File: src/rtl/utd_pkg.sv
// ----------------------------------------------------------------------------
// UTF-8 to UCS-2 decoder package
// Shared types and constants: byte classes, masks, queue depth, state, results.
// ----------------------------------------------------------------------------
package utd_pkg;

	// Byte class boundaries and payload masks of UTF-8.
	localparam logic [7:0] CONT_MIN   = 8'h80;
	localparam logic [7:0] LEAD2_MIN  = 8'hC0;
	localparam logic [7:0] LEAD3_MIN  = 8'hE0;
	localparam logic [7:0] LEAD4_MIN  = 8'hF0;
	localparam logic [7:0] INVAL_MIN  = 8'hF8;
	localparam logic [7:0] LEAD2_MASK = 8'h1F;
	localparam logic [7:0] LEAD3_MASK = 8'h0F;
	localparam logic [7:0] LEAD4_MASK = 8'h07;
	localparam logic [7:0] CONT_MASK  = 8'h3F;
	localparam logic [7:0] END_BYTE   = 8'h00;

	// Result queue depth; two slots must be free to retire one byte.
	localparam int unsigned RQ_DEPTH = 4;
	localparam int unsigned RQ_AW    = $clog2(RQ_DEPTH);

	// Running decoder state.
	typedef struct packed {
		logic [15:0] partial_point;
		logic [1:0]  bytes_expected;
		logic [5:0]  chars_out;
		logic        string_done;
	} utd_state_t;

	// One result item.
	typedef struct packed {
		logic [15:0] code_unit;
		logic [5:0]  char_index;
		logic        is_end;
	} utd_result_t;

	// Results caused by one byte: a character and/or an end item.
	typedef struct packed {
		logic        first_valid;
		utd_result_t first;
		logic        second_valid;
		utd_result_t second;
	} utd_step_t;

endpackage

File: src/rtl/utd_byte_if.sv
// ----------------------------------------------------------------------------
// UTF-8 byte channel
// Valid/ready channel that carries one string byte per item.
// ----------------------------------------------------------------------------
interface utd_byte_if;
	logic       valid;
	logic       ready;
	logic [7:0] in_byte;
	logic       new_string;

	modport source (output valid, output in_byte, output new_string, input ready);
	modport sink   (input valid, input in_byte, input new_string, output ready);
endinterface

File: src/rtl/utd_char_if.sv
// ----------------------------------------------------------------------------
// UCS-2 character channel
// Valid/ready channel that carries one decoded character or end item.
// ----------------------------------------------------------------------------
interface utd_char_if;
	logic        valid;
	logic        ready;
	logic [15:0] code_unit;
	logic [5:0]  char_index;
	logic        is_end;

	modport source (output valid, output code_unit, output char_index, output is_end,
		input ready);
	modport sink   (input valid, input code_unit, input char_index, input is_end,
		output ready);
endinterface

File: src/rtl/utd_decode.sv
// ----------------------------------------------------------------------------
// UTF-8 byte decode step
// Next-state and result logic for one byte against the running decoder state.
// ----------------------------------------------------------------------------
module utd_decode
	import utd_pkg::*;
#(
	parameter int unsigned MAX_CHARS = 60
) (
	input  utd_state_t state,
	input  logic [7:0] in_byte,
	input  logic       new_string,
	output utd_state_t next_state,
	output utd_step_t  step
);

	utd_state_t  st;
	logic        give;
	logic [1:0]  exp_dec;
	logic [15:0] shifted;
	logic [5:0]  chars_inc;

	always_comb begin
		st        = new_string ? '0 : state;
		exp_dec   = st.bytes_expected - 2'd1;
		shifted   = {st.partial_point[9:0], in_byte[5:0] & CONT_MASK[5:0]};
		give      = 1'b0;
		next_state = st;
		step      = '0;

		if (!st.string_done) begin
			if (in_byte == END_BYTE) begin
				step.first_valid = 1'b1;
				step.first = '{code_unit: 16'd0, char_index: st.chars_out, is_end: 1'b1};
				next_state.string_done = 1'b1;
			end else if (in_byte >= LEAD2_MIN) begin
				// Lead bytes load their payload; bytes beyond four-byte leads are dropped.
				if (in_byte < LEAD3_MIN) begin
					next_state.bytes_expected = 2'd1;
					next_state.partial_point  = {8'd0, in_byte & LEAD2_MASK};
				end else if (in_byte < LEAD4_MIN) begin
					next_state.bytes_expected = 2'd2;
					next_state.partial_point  = {8'd0, in_byte & LEAD3_MASK};
				end else if (in_byte < INVAL_MIN) begin
					next_state.bytes_expected = 2'd3;
					next_state.partial_point  = {8'd0, in_byte & LEAD4_MASK};
				end
			end else if (in_byte >= CONT_MIN) begin
				if (st.bytes_expected != 2'd0) begin
					next_state.bytes_expected = exp_dec;
					next_state.partial_point  = shifted;
					give = (exp_dec == 2'd0);
				end else begin
					// A stray continuation repeats the held value.
					give = 1'b1;
				end
			end else begin
				// ASCII replaces the held value but leaves a pending count alone.
				next_state.partial_point = {8'd0, in_byte};
				give = 1'b1;
			end

			if (give) begin
				chars_inc = st.chars_out + 6'd1;
				step.first_valid = 1'b1;
				step.first = '{code_unit: next_state.partial_point,
					char_index: st.chars_out, is_end: 1'b0};
				next_state.chars_out = chars_inc;
				if (chars_inc >= 6'(MAX_CHARS)) begin
					step.second_valid = 1'b1;
					step.second = '{code_unit: 16'd0, char_index: chars_inc, is_end: 1'b1};
					next_state.string_done = 1'b1;
				end
			end else begin
				chars_inc = st.chars_out;
			end
		end else begin
			chars_inc = st.chars_out;
		end
	end

endmodule

File: src/rtl/utf8_to_ucs2_decoder_unit.sv
// ----------------------------------------------------------------------------
// UTF-8 to UCS-2 decoder unit
// Decodes a zero-terminated UTF-8 byte stream into 16-bit characters.
// ----------------------------------------------------------------------------
// Path: an accepted byte waits in the input stage, then its results enter the queue.
// Throughput: one byte per cycle while the queue has two free slots; a byte that
// ends the string on the character limit makes two results, which drain one per
// cycle from the result queue. Reset: arst_n clears the decoder state, the input
// stage and the result queue at once; bytes are taken as soon as reset is released.
// ----------------------------------------------------------------------------
module utf8_to_ucs2_decoder_unit
	import utd_pkg::*;
#(
	parameter int unsigned MAX_CHARS = 60
) (
	input  logic        clk,
	input  logic        arst_n,
	utd_byte_if.sink    byte_ch,
	utd_char_if.source  char_ch
);

	// Input stage: the accepted byte waits here until it is decoded and retired.
	logic       valid_s1;
	logic [7:0] byte_s1;
	logic       new_s1;

	// Running decoder state and the decode step for the byte in the input stage.
	utd_state_t state_q;
	utd_state_t state_next;
	utd_step_t  step;

	// Result queue, kept in flops: up to two writes and one read per cycle.
	utd_result_t             rq_mem_q [RQ_DEPTH];
	logic [RQ_AW-1:0]        wr_ptr_q;
	logic [RQ_AW-1:0]        rd_ptr_q;
	logic [RQ_AW:0]          count_q;
	logic                    advance;
	logic                    pop;
	logic [1:0]              push_n;

	utd_decode #(.MAX_CHARS(MAX_CHARS)) u_decode (
		.state      (state_q),
		.in_byte    (byte_s1),
		.new_string (new_s1),
		.next_state (state_next),
		.step       (step)
	);

	// The input stage retires its byte once two queue slots are free, which
	// covers the worst case of a character followed by an end item. With a
	// depth of four the queue never blocks a steady one-result-per-cycle flow.
	assign advance      = valid_s1 && (count_q <= (RQ_AW+1)'(RQ_DEPTH - 2));
	assign byte_ch.ready = !valid_s1 || advance;
	assign pop          = char_ch.valid && char_ch.ready;
	assign push_n       = advance ? ({1'b0, step.first_valid} + {1'b0, step.second_valid})
		: 2'd0;

	always_ff @(posedge clk or negedge arst_n) begin
		if (!arst_n) begin
			valid_s1 <= 1'b0;
		end else if (byte_ch.ready) begin
			valid_s1 <= byte_ch.valid;
		end
	end

	always_ff @(posedge clk) begin
		if (byte_ch.valid && byte_ch.ready) begin
			byte_s1 <= byte_ch.in_byte;
			new_s1  <= byte_ch.new_string;
		end
	end

	always_ff @(posedge clk or negedge arst_n) begin
		if (!arst_n) begin
			state_q <= '0;
		end else if (advance) begin
			state_q <= state_next;
		end
	end

	// The second result only ever follows a first one, so it goes one slot on.
	always_ff @(posedge clk) begin
		if (advance && step.first_valid) begin
			rq_mem_q[wr_ptr_q] <= step.first;
		end
		if (advance && step.second_valid) begin
			rq_mem_q[wr_ptr_q + RQ_AW'(1)] <= step.second;
		end
	end

	always_ff @(posedge clk or negedge arst_n) begin
		if (!arst_n) begin
			wr_ptr_q <= '0;
			rd_ptr_q <= '0;
			count_q  <= '0;
		end else begin
			wr_ptr_q <= wr_ptr_q + RQ_AW'(push_n);
			if (pop) begin
				rd_ptr_q <= rd_ptr_q + RQ_AW'(1);
			end
			count_q <= count_q + (RQ_AW+1)'(push_n) - (RQ_AW+1)'(pop);
		end
	end

	assign char_ch.valid      = (count_q != '0);
	assign char_ch.code_unit  = rq_mem_q[rd_ptr_q].code_unit;
	assign char_ch.char_index = rq_mem_q[rd_ptr_q].char_index;
	assign char_ch.is_end     = rq_mem_q[rd_ptr_q].is_end;

endmodule

File: src/flat_wrapper.sv
// flat-port wrapper written by rule: the top's interface ports become plain ports
module utf8_to_ucs2_decoder_unit_flat import utd_pkg::*;
#(
	parameter int unsigned MAX_CHARS = 60
)
  (clk, arst_n, byte_ch_valid, byte_ch_in_byte, byte_ch_new_string, byte_ch_ready, char_ch_valid, char_ch_code_unit, char_ch_char_index, char_ch_is_end, char_ch_ready);
  utd_byte_if byte_ch_i ();
  utd_char_if char_ch_i ();
  input  logic clk;
  input  logic arst_n;
  input wire logic [$bits(byte_ch_i.valid)-1:0] byte_ch_valid;
  input wire logic [$bits(byte_ch_i.in_byte)-1:0] byte_ch_in_byte;
  input wire logic [$bits(byte_ch_i.new_string)-1:0] byte_ch_new_string;
  output wire logic [$bits(byte_ch_i.ready)-1:0] byte_ch_ready;
  output wire logic [$bits(char_ch_i.valid)-1:0] char_ch_valid;
  output wire logic [$bits(char_ch_i.code_unit)-1:0] char_ch_code_unit;
  output wire logic [$bits(char_ch_i.char_index)-1:0] char_ch_char_index;
  output wire logic [$bits(char_ch_i.is_end)-1:0] char_ch_is_end;
  input wire logic [$bits(char_ch_i.ready)-1:0] char_ch_ready;
  assign byte_ch_i.valid = byte_ch_valid;
  assign byte_ch_i.in_byte = byte_ch_in_byte;
  assign byte_ch_i.new_string = byte_ch_new_string;
  assign byte_ch_ready = byte_ch_i.ready;
  assign char_ch_valid = char_ch_i.valid;
  assign char_ch_code_unit = char_ch_i.code_unit;
  assign char_ch_char_index = char_ch_i.char_index;
  assign char_ch_is_end = char_ch_i.is_end;
  assign char_ch_i.ready = char_ch_ready;
  utf8_to_ucs2_decoder_unit #(.MAX_CHARS(MAX_CHARS)) u_core (.clk(clk), .arst_n(arst_n), .byte_ch(byte_ch_i), .char_ch(char_ch_i));
endmodule
File: config.mk
export PLATFORM = sky130hd
export DESIGN_NAME = utf8_to_ucs2_decoder_unit_flat
export DESIGN_NICKNAME = d
export VERILOG_FILES = /design/src/rtl/utd_pkg.sv /design/src/rtl/utd_byte_if.sv /design/src/rtl/utd_char_if.sv /design/src/rtl/utd_decode.sv /design/src/rtl/utf8_to_ucs2_decoder_unit.sv /design/src/flat_wrapper.sv
export SDC_FILE = /design/constraint.sdc
export NUM_CORES = 1
export LEC_CHECK = 0
export ABC_AREA = 1
export BUFFER_PORTS_ARGS = -buffer_cell sky130_fd_sc_hd__buf_2
export CAP_MARGIN = 20
export CORE_MARGIN = 3
export CORE_UTILIZATION = 35
export CTS_CLUSTER_DIAMETER = 80
export CTS_CLUSTER_SIZE = 12
export DETAILED_ROUTE_END_ITERATION = 12
export PLACE_DENSITY = 0.62
export SETUP_SLACK_MARGIN = 0.4
export SLEW_MARGIN = 5
export SYNTH_ARGS = -nofsm -noshare
export SYNTH_HDL_FRONTEND = slang
export SYNTH_SLANG_ARGS = --single-unit
File: constraint.sdc
create_clock -name clk -period 3.45 [get_ports clk]
set_clock_uncertainty 0.15 [all_clocks]
set_input_delay 0.1725 -clock clk [delete_from_list [all_inputs] [get_ports clk]]
set_output_delay 0.1725 -clock clk [all_outputs]
set_load 0.05 [all_outputs]
==> report_table.html, run 1 <==
<table>
<tr><th>Metric</th><th>Value</th></tr>
<tr><th colspan="2">STA</th></tr>
<tr><td>Tcrit/Tclk final</td><td>between 80% and 90%</td></tr>
<tr><td>Final Hold Viols</td><td>0</td></tr>
<tr><td>Final total negative setup slack</td><td>0 ps</td></tr>
<tr><td>Actual transition at the worst max-transition pin</td><td>slightly above 800 ps</td></tr>
<tr><td>Count of endpoints failing setup in the final report</td><td>0</td></tr>
<tr><td>Setup slack after layout</td><td>536 ps</td></tr>
<tr><td>Worst slew margin relative to its limit</td><td>between 40% and 50%</td></tr>
<tr><td>Worst Hold Slack</td><td>approximately 37 ps</td></tr>
<tr><td>RSZ-0062 raised after global routing</td><td>false</td></tr>
<tr><td>Crit path time final</td><td>just under 3000 ps</td></tr>
<tr><td>Max-slew violation total from the final report</td><td>0</td></tr>
<tr><td>Max Clk Rate</td><td>0.343 GHz</td></tr>
<tr><th colspan="2">Synthesis</th></tr>
<tr><td>FFs w/ async S/R, synth</td><td>approximately 25%</td></tr>
<tr><td>Share of the yosys chip area belonging to registers</td><td>43.6%</td></tr>
<tr><td>Cells after Synth</td><td>slightly below 1000</td></tr>
<tr><td>Number of warnings issued by yosys</td><td>0</td></tr>
<tr><td>Cell type contributing the most total cell area after synthesis</td><td>dfxtp_1</td></tr>
<tr><td>Netlist area before placement</td><td>around 7400 sq um</td></tr>
<tr><td>Largest cells by area after synthesis</td><td>dfxtp_1, edfxtp_1, nand2_1</td></tr>
<tr><td>Syn Area/Cell</td><td>about 7.6 sq um</td></tr>
<tr><td>Flip-flop and latch count after synthesis</td><td>between 100 and 150</td></tr>
<tr><td>Net count after synthesis</td><td>between 900 and 1000</td></tr>
<tr><td>Fraction of post-synthesis cell area in the top cell type by area</td><td>about 17%</td></tr>
<tr><td>Most common cell in the netlist</td><td>nand2_1</td></tr>
<tr><td>Synth cell types</td><td>between 40 and 50</td></tr>
<tr><td>Top FF cell, synth</td><td>dfxtp_1</td></tr>
<tr><td>Cell types with the highest counts after synthesis</td><td>nand2_1, inv_1, o21ai_0</td></tr>
<tr><td>Count of flip-flops with a built-in enable after synthesis</td><td>37</td></tr>
<tr><th colspan="2">Routing</th></tr>
<tr><td>Count of antenna-violating nets left after detailed routing</td><td>0</td></tr>
<tr><td>Total wire length</td><td>a little over 20000 um</td></tr>
<tr><td>Iteration-0 DRC count of the detailed router</td><td>about 560</td></tr>
<tr><td>Wirelength per Cell</td><td>roughly 16 um</td></tr>
<tr><td>Total via count in the routed design</td><td>6539</td></tr>
<tr><td>Via density per instance</td><td>5.04</td></tr>
<tr><td>TritonRoute pass-1 iters</td><td>5</td></tr>
<tr><td># DRC</td><td>0</td></tr>
<tr><th colspan="2">Finish</th></tr>
<tr><td>Share of cells above drive strength 1</td><td>~17%</td></tr>
<tr><td>Final antenna diode count</td><td>0</td></tr>
<tr><td>Area of the multi-input gates</td><td>approximately 3500 sq um</td></tr>
<tr><td>Total Nets Final</td><td>between 1000 and 1500</td></tr>
<tr><td>Sequential cell area in the final layout</td><td>3220 sq um</td></tr>
<tr><td>Area growth from synthesis to layout</td><td>15.9%</td></tr>
<tr><td>Non-Filler Cell Area, Final</td><td>8560 sq um</td></tr>
<tr><td>Layout filler cell count</td><td>roughly 2100</td></tr>
<tr><th colspan="2">Setup path</th></tr>
<tr><td>Critical path launch point</td><td>u_core.new_s1</td></tr>
<tr><td>Largest fanout of any net on the critical path</td><td>6</td></tr>
<tr><td>Critical Path AT</td><td>roughly 3100 ps</td></tr>
<tr><td>RR Startpoint</td><td>u_core.new_s1</td></tr>
<tr><td>Kind of end point of the critical path</td><td>flop</td></tr>
<tr><td>Worst EP required</td><td>around 3600 ps</td></tr>
<tr><td>Critical path type</td><td>reg -&gt; reg</td></tr>
<tr><td>Startpoint kind of the worst setup timing path</td><td>flop</td></tr>
<tr><th colspan="2">Global route</th></tr>
<tr><td>Wire length of the first global-routing pass</td><td>about 32000 um</td></tr>
<tr><td>Antenna violations before repair</td><td>0</td></tr>
<tr><td>All-layer global routing usage</td><td>a little under a fifth</td></tr>
<tr><td>Via count of the first global-routing pass</td><td>around 5900</td></tr>
<tr><td>Congestion Overflow GR</td><td>0</td></tr>
<tr><td>Pin count of the biggest net entering global routing</td><td>just under 50</td></tr>
<tr><th colspan="2">Floorplan</th></tr>
<tr><td>Initial Util</td><td>between 30% and 40%</td></tr>
<tr><td>Number of ports placed on the die boundary</td><td>38</td></tr>
<tr><td>Die extent in x</td><td>around 150 um</td></tr>
<tr><td>Placeable core region</td><td>between 20000 and 25000 sq um</td></tr>
<tr><td>Die span in y</td><td>approximately 150 um</td></tr>
<tr><td>Num rows</td><td>52</td></tr>
<tr><td>Floorplan die area</td><td>~23000 sq um</td></tr>
<tr><th colspan="2">Clock network</th></tr>
<tr><td>Clock transition at path regs</td><td>60 ps</td></tr>
<tr><td>Clock net sink count</td><td>between 100 and 150</td></tr>
<tr><td>Maximum buffer depth of the clock tree</td><td>2</td></tr>
<tr><td>CTS H-tree lvls</td><td>4</td></tr>
<tr><td>Clock tree root driver cell</td><td>clkbuf_16</td></tr>
<tr><td>Clock buffers created by TritonCTS</td><td>17</td></tr>
<tr><td>Clk_lat worst skew</td><td>about 420 ps</td></tr>
<tr><td>Clock tree from TritonCTS</td><td>yes</td></tr>
<tr><th colspan="2">Pwr</th></tr>
<tr><td>Ratio of total power to cell area</td><td>1000 nW/um^2</td></tr>
<tr><td>Peak supply drop</td><td>approximately 0.00056 V</td></tr>
<tr><td>Leakage</td><td>~3.9 nW</td></tr>
<tr><th colspan="2">Placed design</th></tr>
<tr><td>DP Worst Slack</td><td>309 ps</td></tr>
<tr><td>Number of buffers inserted by port buffering</td><td>37</td></tr>
<tr><td>Half-perimeter wire length after detailed placement</td><td>13200 um</td></tr>
<tr><td>Final weighted congestion in routability-driven placement</td><td>about 0.87</td></tr>
<tr><td>Post-DP Area</td><td>~7700 sq um</td></tr>
<tr><th colspan="2">Outcome</th></tr>
<tr><td>Status</td><td>finished clean</td></tr>
<tr><th colspan="2">Worst hold path</th></tr>
<tr><td>Type of the tightest min-delay check</td><td>in -&gt; reg</td></tr>
<tr><td>Hold_sp</td><td>char_ch_ready</td></tr>
<tr><th colspan="2">Flow run</th></tr>
<tr><td>Max_cap viols</td><td>0</td></tr>
</table>
-- timing repair --
action,4_1_cts,5_1_grt
gates cloned,0,0
setup endpoints to repair,2,2
hold buffers,11,0
gates resized for setup,1,18
endpoints found under the hold margin,43,0
pin swaps,1,8
setup buffers,1,3
-- placed cells by master (no fill, tap or decap), types with 2 or more instances in the layout --
cell type,Yosys,routed
nor2_1,82,79
a21oi_1,24,24
a2bb2oi_1,2,2
dlygate4sd3_1,0,11
clkbuf_1,14,2
clkinv_2,0,3
o21ai_0,92,92
o22ai_1,32,32
edfxtp_1,37,37
nor2_4,8,10
inv_6,0,3
o21ai_1,26,25
clkbuf_16,0,19
xor2_1,4,4
ha_4,0,3
nand2_2,10,11
o21ai_2,2,3
inv_8,1,2
buf_4,1,21
nand4_4,4,4
inv_1,108,104
nor2_2,6,7
xnor2_1,4,4
a31oi_1,3,3
buf_2,20,37
or2_2,16,16
ha_1,6,2
inv_4,0,2
dfrtp_1,33,33
dfxtp_1,64,64
inv_2,9,11
nand2_1,244,242
nand3_1,79,79
nand4_1,4,4
clkbuf_8,0,2
nand3_4,1,2
a21oi_2,8,8
nand2_4,3,3
o221ai_1,4,4
-- flip-flops by register name, indices dropped and copies added (netlist names) --
signal	count
u_core.byte_s1	8
u_core.valid_s1	1
u_core.count_q	3
u_core.wr_ptr_q	2
u_core.rd_ptr_q	2
u_core.rq_mem_q	92
u_core.new_s1	1
u_core.state_q	25
-- power by group --
part	internal (W)	switching [W]
Sequential	0.00221	0.000361
Clock	0.00112	0.000708
Combinational	0.00121	0.00299
-- area by class of cell --
cell class,count,area share [%]
well taps,270,3.95
repair buffers,70,5.42
multi-input cells,673,40.6
inverters,119,5.42
flip-flops and latches,134,37.6
clock buffers,23,5.96
clock inverters,9,1.01
-- worst max-delay path: stages (launching register included) --
cell and delay (ps):
edfxtp_1 510, inv_8 120, nand2_8 60, inv_8 70, ha_4 150, nand3_4 80, nor2_1 110, nand2_1 70
nand2_2 110, nand3_4 110, nor2_8 130, inv_4 40, nor2_4 110, ha_4 130, nand2_2 70, ha_4 280
inv_1 40, fa_2 330, xnor2_1 120
-- final timing paths --
check                      cells past startpoint                     end  slack [ps]
setup / recovery                              18       u_core.count_q[2]         540
hold / removal                                 3      u_core.rd_ptr_q[0]          40
setup reg to reg                              18       u_core.count_q[2]         540
hold reg to reg                                2  u_core.rq_mem_q[1][12]         310
max in group asynchronous                      2      u_core.state_q[11]        2430
min in group asynchronous                      2      u_core.state_q[23]         210
-- layer usage --
metal,vias to the layer above,global-route usage [%],routed length [um]
met4,0,4.85,272
met1,3074,26.3,9780
li1,3272,-,-
met3,18,4.07,1040
met5,-,0,0
met2,175,27.4,9130
-- cells by family (layout without fill, tap and decap cells) --
logic type,count (synthesis),after routing,share of synthesized area [%]
flops,134,134,43.6
fa+ha+maj,7,7,1.29
xor+xnor,8,8,0.948
buf+inv,170,221,10.6
simple gates,461,461,28.7
compound gates,197,197,15.0
-- stage by stage --
| stage | total power (W) | std cells | util [%] |
|---|---|---|---|
| 2_1_floorplan | 0.00575 | 977 | - |
| 3_3_place_gp | 0.00669 | 1251 | 37.8 |
| 3_5_place_dp | 0.00672 | 1251 | 37.8 |
| 4_1_cts | 0.00860 | 1295 | 41.3 |
| 5_1_grt | 0.00922 | 1298 | 41.8 |
| 6_report | 0.00860 | 1298 | 41.8 |
No activity file was read; power rests on OpenSTA's default activity.
==> inputs of run 2 (changes only) <==
Clock period 3.45 ns to 2.4 ns, I/O delays scaled along.
==> run 2 against run 1 <==
The run now ends with negative setup slack left. Largest cell class unchanged. Clock power is 45% higher. Routed wire length is 15% higher. Critical path type unchanged. Global-route usage is 2.1 points higher. Count of clock-buffer cells in the layout is 2 lower. Hold slack better by 130 ps. Total power is 72% higher. Die area stayed put. Setup slack worse by 970 ps. Sequential share of layout area is 7.1 points lower. Final cell count is 9.2% higher. First-iteration DRC count is 11% higher. Via count is 11% higher.
==> report_table.html, run 2 (synthesis gave the netlist of run 1 again) <==
<table>
<tr><th>Metric</th><th>Value</th></tr>
<tr><th colspan="2">Setup path</th></tr>
<tr><td>Top delay family on crit path</td><td>adder cells</td></tr>
<tr><td>Largest fanout of any net on the critical path</td><td>3</td></tr>
<tr><td>Worst Reg-to-Reg Cells</td><td>18</td></tr>
<tr><td>Setup slack of the worst register-to-register path</td><td>-430 ps</td></tr>
<tr><td>Buffers plus inverters on the worst setup path</td><td>4</td></tr>
<tr><td>Critical path type</td><td>reg -&gt; reg</td></tr>
<tr><td>Cells traversed along the worst timing path</td><td>inv_8, nand2_4, inv_4, ha_4, nand3_2, nor2_2, nand2_1, nand2_2, nand3_4, nor2_8, inv_4, nor2_4, ha_4, inv_4, nor2_4, ha_4, fa_2, xnor2_1</td></tr>
<tr><td>Kind of end point of the critical path</td><td>flop</td></tr>
<tr><td>Critical Path AT</td><td>about 3000 ps</td></tr>
<tr><td>Critical path depth</td><td>18</td></tr>
<tr><td>Endpoint of the lowest-slack register-to-register path</td><td>u_core.count_q[2]</td></tr>
<tr><td>Worst path slowest cell</td><td>edfxtp_1</td></tr>
<tr><td>Worst EP required</td><td>approximately 2600 ps</td></tr>
<tr><td>Largest incremental delay on the critical path</td><td>about 500 ps</td></tr>
<tr><td>Startpoint kind of the worst setup timing path</td><td>flop</td></tr>
<tr><td>RR Startpoint</td><td>u_core.new_s1</td></tr>
<tr><th colspan="2">Floorplan</th></tr>
<tr><td>Die extent in x</td><td>between 150 and 200 um</td></tr>
<tr><td>Num rows</td><td>52</td></tr>
<tr><td>Placeable core region</td><td>slightly above 20000 sq um</td></tr>
<tr><td>Die span in y</td><td>between 150 and 200 um</td></tr>
<tr><td>Floorplan die area</td><td>22900 sq um</td></tr>
<tr><td>Number of ports placed on the die boundary</td><td>38</td></tr>
<tr><td>Initial Util</td><td>36.0%</td></tr>
<tr><th colspan="2">Global route</th></tr>
<tr><td>Via count of the first global-routing pass</td><td>between 6000 and 7000</td></tr>
<tr><td>All-layer global routing usage</td><td>between 20% and 30%</td></tr>
<tr><td>Wire length of the first global-routing pass</td><td>36100 um</td></tr>
<tr><td>Pin count of the biggest net entering global routing</td><td>34</td></tr>
<tr><td>Congestion Overflow GR</td><td>0</td></tr>
<tr><td>Antenna violations before repair</td><td>0</td></tr>
<tr><th colspan="2">Clock network</th></tr>
<tr><td>Clock tree root driver cell</td><td>clkbuf_16</td></tr>
<tr><td>Clk_lat worst skew</td><td>between 400 and 500 ps</td></tr>
<tr><td>Clock transition at path regs</td><td>~60 ps</td></tr>
<tr><td>Clock buffers created by TritonCTS</td><td>17</td></tr>
<tr><td>Clock net sink count</td><td>134</td></tr>
<tr><td>Clock tree from TritonCTS</td><td>yes</td></tr>
<tr><td>Maximum buffer depth of the clock tree</td><td>2</td></tr>
<tr><td>CTS H-tree lvls</td><td>4</td></tr>
<tr><th colspan="2">Finish</th></tr>
<tr><td>Area growth from synthesis to layout</td><td>42.9%</td></tr>
<tr><td>Most frequent standard cell in the layout excluding fill and tap cells</td><td>nand2_1</td></tr>
<tr><td>Post-route core utilization</td><td>51.5%</td></tr>
<tr><td>Total Nets Final</td><td>~1200</td></tr>
<tr><td>Largest regs</td><td>u_core.rq_mem_q (92), u_core.state_q (25), u_core.byte_s1 (8)</td></tr>
<tr><td>Final antenna diode count</td><td>0</td></tr>
<tr><td>Biggest register</td><td>u_core.rq_mem_q</td></tr>
<tr><td>Share of cells above drive strength 1</td><td>34.3%</td></tr>
<tr><td>Commonest cells after routing, fill and taps aside</td><td>nand2_1, inv_1, buf_4</td></tr>
<tr><td>Largest register FFs</td><td>roughly 90</td></tr>
<tr><th colspan="2">Pwr</th></tr>
<tr><td>Ratio of total power to cell area</td><td>1400 nW/um^2</td></tr>
<tr><td>Peak supply drop</td><td>0.000647 V</td></tr>
<tr><td>Leakage</td><td>slightly below 5 nW</td></tr>
<tr><td>Final Power</td><td>roughly 0.015 W</td></tr>
<tr><th colspan="2">STA</th></tr>
<tr><td>Tcrit/Tclk final</td><td>118%</td></tr>
<tr><td>Final Hold Viols</td><td>0</td></tr>
<tr><td>RSZ-0062 raised after global routing</td><td>true</td></tr>
<tr><td>Count of endpoints failing setup in the final report</td><td>~120</td></tr>
<tr><td>Actual transition at the worst max-transition pin</td><td>roughly 820 ps</td></tr>
<tr><td>Max Clk Rate</td><td>0.353 GHz</td></tr>
<tr><td>Crit path time final</td><td>2830 ps</td></tr>
<tr><td>Setup slack after layout</td><td>-433 ps</td></tr>
<tr><td>Max-slew violation total from the final report</td><td>0</td></tr>
<tr><td>Worst slew margin relative to its limit</td><td>between 40% and 50%</td></tr>
<tr><th colspan="2">Routing</th></tr>
<tr><td>Iteration-0 DRC count of the detailed router</td><td>620</td></tr>
<tr><td>Count of antenna-violating nets left after detailed routing</td><td>0</td></tr>
<tr><td>Wirelength per Cell</td><td>~16 um</td></tr>
<tr><td>Total wire length</td><td>23300 um</td></tr>
<tr><td>Via density per instance</td><td>~5.1</td></tr>
<tr><td>TritonRoute pass-1 iters</td><td>5</td></tr>
<tr><td>Total via count in the routed design</td><td>slightly above 7000</td></tr>
<tr><td># DRC</td><td>0</td></tr>
<tr><th colspan="2">Placed design</th></tr>
<tr><td>Final weighted congestion in routability-driven placement</td><td>0.918</td></tr>
<tr><td>Number of buffers inserted by port buffering</td><td>37</td></tr>
<tr><td>Half-perimeter wire length after detailed placement</td><td>14800 um</td></tr>
<tr><th colspan="2">Worst hold path</th></tr>
<tr><td>Type of the tightest min-delay check</td><td>in -&gt; async</td></tr>
<tr><th colspan="2">Outcome</th></tr>
<tr><td>Status</td><td>finished, violations left</td></tr>
<tr><td>Failing checks</td><td>negative setup slack</td></tr>
<tr><th colspan="2">Flow run</th></tr>
<tr><td>Max_cap viols</td><td>0</td></tr>
</table>
[run 2: per-stage QoR]
step | cell area (sq um) | TNS [ps] | std cells | hold slack, ps | setup WS, ps
2_1_floorplan | 7640 | -12680 | 977 | -326 | -840
3_3_place_gp | 8700 | -1640 | 1335 | 103 | -449
3_5_place_dp | 8700 | -2510 | 1335 | 109 | -483
4_1_cts | 10100 | -3840 | 1407 | 188 | -407
5_1_grt | 10600 | -24310 | 1417 | 228 | -549
6_report | 10600 | -10940 | 1417 | 169 | -433
[run 2: worst max-delay path by stage]
| stage | end | slack (ps) | start |
|---|---|---|---|
| 2_1_floorplan | u_core.count_q[2] | -840 | u_core.new_s1 |
| 3_3_place_gp | u_core.count_q[2] | -450 | u_core.new_s1 |
| 3_5_place_dp | u_core.count_q[2] | -480 | u_core.new_s1 |
| 4_1_cts | u_core.count_q[2] | -410 | u_core.new_s1 |
| 5_1_grt | u_core.count_q[2] | -550 | u_core.new_s1 |
| 6_report | u_core.count_q[2] | -430 | u_core.new_s1 |
[run 2: layout make-up]
type                            count  area, sq um
Fill cell                        1871         9940
Multi-Input combinational cell    673         4020
Sequential cell                   134         3220
Timing Repair Buffer              189         1910
Clock buffer                       21          482
Inverter                          119          472
Tap cell                          270          338
Clock inverter                     11          110
[run 2: repair_timing]
item / CTS / global route
endpoints found under the setup margin: 171 / 173
hold endpoints to repair: 45 / 0
resized for setup: 109 / 100
setup buffers: 24 / 8
pin swaps: 25 / 23
hold buffers: 12 / 0
cloned: 4 / 2
[run 2: metal layers]
layer	vias to the layer above	routed length (um)	global-route usage (%)
li1	3531	-	-
met2	281	11100	32.8
met5	-	0	0
met3	43	1500	4.07
met1	3408	10200	26.9
met4	0	492	7.80
[run 2: report_power, final]
part	leakage [nW]	internal (W)	switching [W]
registers	1.27	0.00318	0.000530
logic	3.29	0.00329	0.00515
clock network	0.295	0.00156	0.00109
total	4.86	0.00803	0.00677
==> inputs of run 3 (changes only) <==
Settings changed: CTS_BUF_LIST set to sky130_fd_sc_hd__clkbuf_8.
==> run 3 against run 2 <==
The run still ends with negative setup slack left. Non-clock buffer count grew 12. First-iteration DRC count is 2.9% lower. Critical path depth is the same. Clock power down 24%. Combinational power grew 12%. Count of clock-buffer cells in the layout decreased by 2. Maximum frequency grew 0.49%. Utilization is 1.7 points higher. Critical path type unchanged.
==> report_table.html, run 3 (synthesis gave the netlist of run 1 again) <==
<table>
<tr><th>Metric</th><th>Value</th></tr>
<tr><th colspan="2">Pwr</th></tr>
<tr><td>Ratio of total power to cell area</td><td>~1400 nW/um^2</td></tr>
<tr><td>Net switching power of the design</td><td>about 0.007 W</td></tr>
<tr><td>Cell Int Power</td><td>0.00807 W</td></tr>
<tr><td>Clock network fraction of design power</td><td>about an eighth</td></tr>
<tr><td>Leakage</td><td>slightly below 5 nW</td></tr>
<tr><td>Peak supply drop</td><td>between 0.0006 and 0.0007 V</td></tr>
<tr><td>Share of total power consumed by net switching</td><td>between 40 and 50%</td></tr>
<tr><td>Fraction of power consumed by combinational cells</td><td>roughly 62%</td></tr>
<tr><td>Sequential group share of total power</td><td>between 20 and 25%</td></tr>
<tr><th colspan="2">Placed design</th></tr>
<tr><td>Half-perimeter wire length after detailed placement</td><td>approximately 15000 um</td></tr>
<tr><td>Dpl cells</td><td>between 1000 and 1500</td></tr>
<tr><td>Number of buffers inserted by port buffering</td><td>37</td></tr>
<tr><td>Final weighted congestion in routability-driven placement</td><td>0.918</td></tr>
<tr><th colspan="2">Finish</th></tr>
<tr><td>Largest register FFs</td><td>just over 90</td></tr>
<tr><td>Commonest cells after routing, fill and taps aside</td><td>nand2_1, inv_1, buf_4</td></tr>
<tr><td>Most frequent standard cell in the layout excluding fill and tap cells</td><td>nand2_1</td></tr>
<tr><td>Area growth from synthesis to layout</td><td>47.6%</td></tr>
<tr><td>Total Nets Final</td><td>between 1000 and 1500</td></tr>
<tr><td>Layout filler cell count</td><td>1822</td></tr>
<tr><td>Post-route core utilization</td><td>between 50% and 60%</td></tr>
<tr><td>Final antenna diode count</td><td>0</td></tr>
<tr><td>Largest regs</td><td>u_core.rq_mem_q (92), u_core.state_q (25), u_core.byte_s1 (8)</td></tr>
<tr><td>Biggest register</td><td>u_core.rq_mem_q</td></tr>
<tr><td>Final cell count without fillers</td><td>~1400</td></tr>
<tr><td>Share of cells above drive strength 1</td><td>39.0%</td></tr>
<tr><th colspan="2">Global route</th></tr>
<tr><td>Pin count of the biggest net entering global routing</td><td>34</td></tr>
<tr><td>Met2 track utilization from global routing</td><td>between 30% and 40%</td></tr>
<tr><td>Antenna violations before repair</td><td>0</td></tr>
<tr><td>GR met1 Demand/Resource</td><td>about 27%</td></tr>
<tr><td>Via count of the first global-routing pass</td><td>about 7000</td></tr>
<tr><td>Met3 usage in global routing</td><td>4.49%</td></tr>
<tr><td>All-layer global routing usage</td><td>21.0%</td></tr>
<tr><td>Layer with the highest usage after global routing</td><td>met2</td></tr>
<tr><td>Wire length of the first global-routing pass</td><td>roughly 37000 um</td></tr>
<tr><td>Congestion Overflow GR</td><td>0</td></tr>
<tr><th colspan="2">Routing</th></tr>
<tr><td>Count of antenna-violating nets left after detailed routing</td><td>0</td></tr>
<tr><td># DRC</td><td>0</td></tr>
<tr><td>Total via count in the routed design</td><td>about 7400</td></tr>
<tr><td>TritonRoute pass-1 iters</td><td>5</td></tr>
<tr><td>Wirelength per Cell</td><td>around 17 um</td></tr>
<tr><td>Via density per instance</td><td>approximately 5.2</td></tr>
<tr><td>Total wire length</td><td>between 20000 and 25000 um</td></tr>
<tr><td>Iteration-0 DRC count of the detailed router</td><td>between 600 and 700</td></tr>
<tr><th colspan="2">Floorplan</th></tr>
<tr><td>Placeable core region</td><td>20500 sq um</td></tr>
<tr><td>Die span in y</td><td>151 um</td></tr>
<tr><td>Floorplan die area</td><td>between 20000 and 25000 sq um</td></tr>
<tr><td>Num rows</td><td>between 50 and 60</td></tr>
<tr><td>Die extent in x</td><td>about 150 um</td></tr>
<tr><td>Number of ports placed on the die boundary</td><td>38</td></tr>
<tr><td>Initial Util</td><td>36.0%</td></tr>
<tr><th colspan="2">Clock network</th></tr>
<tr><td>Clock transition at path regs</td><td>80 ps</td></tr>
<tr><td>Clk_lat worst skew</td><td>approximately 470 ps</td></tr>
<tr><td>Clock tree root driver cell</td><td>clkbuf_8</td></tr>
<tr><td>CTS H-tree lvls</td><td>4</td></tr>
<tr><td>Clock buffers created by TritonCTS</td><td>17</td></tr>
<tr><td>Clock net sink count</td><td>between 100 and 150</td></tr>
<tr><td>Clock tree from TritonCTS</td><td>yes</td></tr>
<tr><td>Maximum buffer depth of the clock tree</td><td>2</td></tr>
<tr><th colspan="2">STA</th></tr>
<tr><td>Tcrit/Tclk final</td><td>117%</td></tr>
<tr><td>Max Clk Rate</td><td>around 0.35 GHz</td></tr>
<tr><td>Max-slew violation total from the final report</td><td>0</td></tr>
<tr><td>Worst slew margin relative to its limit</td><td>between 40% and 50%</td></tr>
<tr><td>Actual transition at the worst max-transition pin</td><td>787 ps</td></tr>
<tr><td>Setup slack after layout</td><td>-419 ps</td></tr>
<tr><td>Crit path time final</td><td>2820 ps</td></tr>
<tr><td>Count of endpoints failing setup in the final report</td><td>104</td></tr>
<tr><td>Final total negative setup slack</td><td>-8270 ps</td></tr>
<tr><td>RSZ-0062 raised after global routing</td><td>true</td></tr>
<tr><td>Final Hold Viols</td><td>0</td></tr>
<tr><th colspan="2">Flow run</th></tr>
<tr><td>Max_cap viols</td><td>0</td></tr>
<tr><th colspan="2">Setup path</th></tr>
<tr><td>Startpoint kind of the worst setup timing path</td><td>flop</td></tr>
<tr><td>Critical Path AT</td><td>3030 ps</td></tr>
<tr><td>Worst EP required</td><td>~2600 ps</td></tr>
<tr><td>Kind of end point of the critical path</td><td>flop</td></tr>
<tr><td>Critical path type</td><td>reg -&gt; reg</td></tr>
<tr><td>Largest fanout of any net on the critical path</td><td>3</td></tr>
<tr><th colspan="2">Outcome</th></tr>
<tr><td>Status</td><td>finished, violations left</td></tr>
<tr><td>Failing checks</td><td>negative setup slack</td></tr>
<tr><th colspan="2">Worst hold path</th></tr>
<tr><td>Type of the tightest min-delay check</td><td>in -&gt; async</td></tr>
</table>
run 3: changes by cell type in the layout (fill, tap and decap cells not counted), sizes merged:
cell and change:
bufbuf +1, bufinv +1, buf +12, clkbuf -3, clkinv +1, nor2 +1
run 3: area by class of cell:
| class | count | area [sq um] | area share (%) |
|---|---|---|---|
| inverters | 119 | 503 | 4.61 |
| well taps | 270 | 338 | 3.10 |
| multi-input cells | 674 | 4230 | 38.8 |
| clock buffers | 19 | 262 | 2.40 |
| clock inverters | 13 | 144 | 1.32 |
| repair buffers | 201 | 2210 | 20.3 |
| flip-flops and latches | 134 | 3220 | 29.5 |
run 3: critical path, cell delays in order, from the launching register on:
cell	delay (ps)
edfxtp_1	520
inv_8	110
nand2_4	50
inv_4	60
ha_4	140
nand3_2	80
nor2_2	100
nand2_1	70
nand2_2	100
nand3_4	100
nor2_8	110
inv_4	50
nor2_4	100
ha_4	220
inv_4	50
nor2_4	40
ha_4	160
fa_2	380
xnor2_1	120
run 3: worst paths after layout:
check | from | endpoint | slack, ps | cells past startpoint
worst max-delay path | u_core.new_s1 | u_core.count_q[2] | -420 | 18
worst min-delay path | arst_n | u_core.state_q[0] | 110 | 2
worst max register to register | u_core.new_s1 | u_core.count_q[2] | -420 | 18
worst min register to register | u_core.rq_mem_q[2][11] | u_core.rq_mem_q[2][11] | 330 | 2
max in group asynchronous | arst_n | u_core.rd_ptr_q[1] | 1440 | 2
min in group clk | byte_ch_in_byte[0] | u_core.byte_s1[0] | 200 | 2
run 3: what timing repair did:
item / 4_1_cts / 5_1_grt
hold buffers: 12 / 0
hold endpoints to repair: 45 / 0
setup buffers: 30 / 9
pin swaps: 43 / 28
gates cloned: 10 / 2
resized for setup: 207 / 105
endpoints found under the setup margin: 172 / 173
run 3: metal layers:
layer / wire length (um) / part of all wire, %
met1: 10400 / 43
met2: 11600 / 48
met3: 1660 / 6.9
met4: 534 / 2.2
met5: 0 / 0
run 3: power by group through the flow:
stage	logic, W	clock network [W]	registers [W]
3_3_place_gp	0.00680	0	0.00365
4_1_cts	0.00885	0.00202	0.00368
5_1_grt	0.0101	0.00212	0.00380
6_report	0.00942	0.00201	0.00372
3_5_place_dp	0.00687	0	0.00366
2_1_floorplan	0.00499	0	0.00356
run 3: per-stage QoR:
stage	area [sq um]	worst slack (ps)	hold WS, ps	total power (W)
6_report	10900	-419	105	0.0152
5_1_grt	10900	-540	172	0.0160
4_1_cts	10400	-412	142	0.0145
3_5_place_dp	8700	-483	109	0.0105
3_3_place_gp	8700	-449	103	0.0105
2_1_floorplan	7640	-840	-326	0.00855
